## src/sv/ocps_ram.sv

```systemverilog
// ----------------------------------------------------------------------------
// ocps_ram
// Generic single-port RAM with one write or read per cycle and a registered
// read port.
// ----------------------------------------------------------------------------
module ocps_ram #(
   parameter int WIDTH = 1,
   parameter int DEPTH = 16
) (
   input  logic                     clock,
   input  logic                     we,
   input  logic [$clog2(DEPTH)-1:0] addr,
   input  logic [WIDTH-1:0]         wdata,
   output logic [WIDTH-1:0]         rdata
);

   logic [WIDTH-1:0] mem [DEPTH];

   always_ff @(posedge clock) begin
      if (we) begin
         mem[addr] <= wdata;
      end
      rdata <= mem[addr];
   end

endmodule

```

## config.mk

```make
export PLATFORM = sky130hd
export DESIGN_NAME = ocps_ram
export DESIGN_NICKNAME = d
export VERILOG_FILES = /design/src/sv/ocps_ram.sv
export SDC_FILE = /design/constraint.sdc
export NUM_CORES = 1
export LEC_CHECK = 0
export BUFFER_PORTS_ARGS = -buffer_cell sky130_fd_sc_hd__buf_2
export CAP_MARGIN = 20
export CORE_UTILIZATION = 54
export CTS_CLUSTER_DIAMETER = 100
export CTS_CLUSTER_SIZE = 25
export DETAILED_ROUTE_END_ITERATION = 12
export GPL_ROUTABILITY_DRIVEN = 0
export PLACE_DENSITY = 0.74
export SYNTH_ARGS = -nofsm -noshare
export SYNTH_HDL_FRONTEND = slang
export SYNTH_SLANG_ARGS = --single-unit
```

## constraint.sdc

```tcl
create_clock -name clock -period 1.28 [get_ports clock]
set_input_delay 0.064 -clock clock [delete_from_list [all_inputs] [get_ports clock]]
set_output_delay 0.064 -clock clock [all_outputs]
set_load 0.05 [all_outputs]
```

## Word level (Yosys, flattened, before mapping)

Memory sizes are Yosys's and may differ from the RTL's. A register that Yosys moved wholly into a read port is not among the register bits.
Cells that the tools add are included.

- Register bits after elaboration: 0
- Output and inout bits: 1
- Bits in read-only memories: 0
- Input port bits: 7
- Bits in latches: 0
- Logic and storage cells: 3
- Bits in writable memories: 16
- Memories kept: 1

Memories:

| name | words | bits a word | rd ports | clocked after Yosys merged registers in | wr ports | line | RTL |
|---|---|---|---|---|---|---|---|
| mem | 16 | 1 | 1 | 1 | 1 | 17 | `logic [WIDTH-1:0] mem [DEPTH];` |

- Reductions and logical operators: 0
- Equality and inequality tests: 0
- Magnitude comparators: 0
- Multiply operators: 0
- Div/mod/pow operators: 0
- Add/sub/neg operators: 0
- Mux-type cells: 2
- Bitwise operators: 0
- Shift-type cells: 0

Operators with widths:

| kind | number |
|---|---|
| 2-to-1 mux 1 bit | 2 |

## Depth between registers and ports, before layout

- Word-level depth: 2
- Gate-level depth with buffers: 4
- Mapped depth without buffers: 3

## Least setup slack after synthesis

Ideal clock, no wire load.

- Path kind: reg-to-reg
- From: mem mem[13]
- To: reg rdata, read port of mem
- Period minus slack after synthesis: 1,135 ps
- Arrival: 1,013 ps
- Data required time: 1,158 ps
- Path buffers: 0
- Cell stages (with the launch flop): 4
- Setup time: 122 ps
- Path slack: 145 ps
- Cells stage by stage: edfxtp_1 mux4_1 mux2i_1 mux2i_1

RTL lines:

| element | line | RTL |
|---|---|---|
| from (decl) | 17 |  |
| to (decl) | 14 | `output logic [WIDTH-1:0] rdata` |

==> results list <==
- The number of max-slew violations in the final report came to 0.
- Vertical die dimension: 39.6 um
- Walking the worst path, the cells encountered are mux4_2, mux2i_1, mux2i_1.
* Non-filler instance count after layout: 77
- Clock buffer count from CTS: 3
- The number of global-route vias before repair came to 421.
* Shortest period the worst path allows: 1.26 ns
- The post-route netlist has 27.4% of its cells at a drive strength greater than 1.
* Maximum level of the CTS H-tree: 1
* Leading post-synthesis cells by cell area: sky130_fd_sc_hd__edfxtp_1 (63%), sky130_fd_sc_hd__mux4_1 (14%), sky130_fd_sc_hd__nor2_1 (5.9%)
- Starting density of the core: 58.7%
- The tightest hold path in the finished design has a slack of 0.109 ns.
* Minimum setup slack among reg-to-reg paths: 0.02 ns
- After filler insertion, the fill cell instance count of the layout stands at 112.
- Run status: finished, final reports clean
- Synthesized netlist net count: 56
* Critical Path End Type: register
- sky130_fd_sc_hd__edfxtp_1 takes more of the synthesized area than any other cell.
- Worst setup SP type: register
- Clock slew at the register clock pins of the worst setup and hold paths: 0.09 ns
* Most common cell in the netlist: sky130_fd_sc_hd__edfxtp_1
- Entering global routing, the biggest net connects 17 pins.
- Iter 0 DRT Violations: 10
* Most frequent cell on the critical path: sky130_fd_sc_hd__mux2i_1
- For this run, the detailed router's first-pass iteration total came to 4.
- Summed over all layers, the routed wires come to 1260 um.
* Layout Area Growth over Synthesis: 11.3%
* WL per Instance: 16.4 um
* Vias per cell: 5.92
- The worst pin sits at a relative slew slack of 83.6%.
- Cell chosen for the clock root: sky130_fd_sc_hd__clkbuf_4
* Vias: 456
- Synthesized area divided by synthesized cell count: 15.6 um2
* Antenna diodes: 0
- Counting flops with a built-in enable in the synthesized netlist gives 16.
* Gate count of the mapped netlist: 49
- After layout, the design draws a total of 1010 uW.
- DPL Wire Length: 916 um
- Unrepaired setup endpoints after global routing: true
* Number of top-level design ports: 8
* Maximum count of clock buffers along a single path: 2
- For the pin with the worst max-slew slack, the measured transition is 0.248 ns.
- The tool flagged a number of max-cap violations equal to 0.
- Synth warnings: 0
- Largest clock skew in the final design: 0.000823 ns
- Overall overflow remaining after global route: 0
* Core Util, Final: 65.3%
* Clock tree from TritonCTS: done
* Wire length of the first global-routing pass: 1880 um
- Antenna violations before repair: 0
* Highest clock rate: 0.795 GHz
- Remaining number of nets flagged by the antenna check after routing: 0
* Clock sinks: 17
- Across every metal layer, demand over resource in global routing totals 19.5%.
- Across the VDD grid, the largest voltage drop is 762 uV.
- Of all flip-flops after synthesis, the portion carrying an async set or reset was 0%.
* Register bit count reported by yosys: 17
* Post-CTS setup buffer count: 0
- STA puts the critical path data required time at 1.46 ns.
- Grouping stages by cell kind, the critical path spends the most delay in multiplexers.
* Top post-synthesis cells by count: sky130_fd_sc_hd__edfxtp_1 (16), sky130_fd_sc_hd__nor2_1 (12), sky130_fd_sc_hd__mux4_1 (4), sky130_fd_sc_hd__nor3_1 (4), sky130_fd_sc_hd__mux2i_1 (3)
* X dimension of the die: 39.6 um
- The later pin in the worst-skew pair is clocked with a latency of 0.29 ns.
- Std-Cell Rows: 13
* Total die area: 1570 um2
- Including well taps, the total number of placed cells is 73.
- Post-route setup slack: 0.0225 ns
- Count of unresolved DRC violations after routing: 0
- In this design, the stage delay of the slowest critical-path cell is 0.47 ns.
- Total power per unit cell area: 1180 nW/um2
- The largest individual stage delay along the critical path comes from the cell sky130_fd_sc_hd__mux4_2.
* Final setup fails: 0
- Path type of the worst setup path: reg2reg
* Leakage power of the design: 0.000300 uW
- Top FF cell, synth: sky130_fd_sc_hd__edfxtp_1
- Fin crit share: 98.2%
- Maximum fanout along the worst path: 1
* Endpoints failing hold: 0
* CTS Hold Bufs: 0
- After synthesis, flip-flops and latches occupy 65.6% of the total area.
* Worst slack, placed: -0.0138 ns
- Of the post-synthesis cell area, the dominant cell type holds 63.0%.
- In this run the tool buffered the top-level ports with 7 buffer cells.
- Core box area: 1300 um2
* Post-synth cell types: 14
- The synthesized netlist occupies a cell area of 763 um2.
- The final layout contains 70 nets.
- The worst hold path belongs to the class in2reg.
* Number of buffers and inverters on the critical path: 0
* Arrival @ worst endpoint: 1.43 ns
-- metrics by stage --
step           cell area, um2  TNS, ns
2_1_floorplan             763        0
3_3_place_gp              831        0
3_5_place_dp              831  -0.0138
4_1_cts                   853        0
5_1_grt                   850  -0.0347
6_report                  850        0
-- layer usage --
layer,share of wire [%],vias to the layer above,global-route usage (%)
met5,0,-,0
li1,-,214,-
met3,7.0,5,4.55
met4,2.5,0,9.48
met2,47,21,28.3
met1,43,216,27.5
-- area by class of cell --
cell class / instances / area [um2] / share of cell area (%)
clock buffer: 4 / 26.3 / 3.09
timing repair buffer: 11 / 65.1 / 7.66
sequential: 17 / 500 / 58.9
tap: 15 / 18.8 / 2.21
multi-input combinational: 30 / 239 / 28.1
-- power by group --
| part | total [uW] | switching [uW] | internal (uW) |
|---|---|---|---|
| combinational | 106 | 63.1 | 42.8 |
| clock | 276 | 154 | 121 |
| sequential | 624 | 2.76 | 621 |
-- repair_timing --
action / in CTS / in global routing
hold endpoints to repair: 0 / 0
endpoints found under the setup margin: 1 / 1
gates resized for setup: 1 / 1
-- cells by family (layout without fill, tap and decap cells) --
group	Yosys count	count (layout)	share of synthesized area, %
mux	7	7	17.7
buf+inv	2	15	2.13
flops	17	17	65.6
simple gates	23	23	14.6
-- path summary, 6_finish.rpt --
| check | startpoint | endpoint | depth (start not counted) |
|---|---|---|---|
| min | addr[2] | rdata | 3 |
| max | mem[8] | rdata | 3 |
| min reg2reg | mem[12] | rdata | 3 |
| max reg2reg | mem[8] | rdata | 3 |
-- tightest hold or removal path, stage by stage --
cell                      delay (ns)
sky130_fd_sc_hd__buf_2          0.09
sky130_fd_sc_hd__buf_4          0.12
sky130_fd_sc_hd__mux2i_1        0.07
-- registers in the layout (all words and copies together) (netlist names) --
name,cells
mem,16
rdata,1
-- placed cells by master (no fill, tap or decap) --
cell | netlist | final
sky130_fd_sc_hd__mux4_1 | 4 | 2
sky130_fd_sc_hd__mux4_2 | 0 | 2
sky130_fd_sc_hd__nor3_1 | 4 | 4
sky130_fd_sc_hd__mux2i_1 | 3 | 3
sky130_fd_sc_hd__clkbuf_1 | 0 | 1
sky130_fd_sc_hd__edfxtp_1 | 16 | 16
sky130_fd_sc_hd__or2b_1 | 1 | 1
sky130_fd_sc_hd__or3b_2 | 1 | 1
sky130_fd_sc_hd__nand3b_1 | 2 | 2
sky130_fd_sc_hd__buf_4 | 0 | 4
sky130_fd_sc_hd__buf_2 | 1 | 7
sky130_fd_sc_hd__dfxtp_1 | 1 | 1
sky130_fd_sc_hd__nand2b_1 | 1 | 1
sky130_fd_sc_hd__nand3_1 | 1 | 1
sky130_fd_sc_hd__clkbuf_4 | 0 | 3
sky130_fd_sc_hd__nand2_1 | 1 | 1
sky130_fd_sc_hd__nor2_1 | 12 | 12
No activity file was read; power rests on OpenSTA's default activity.
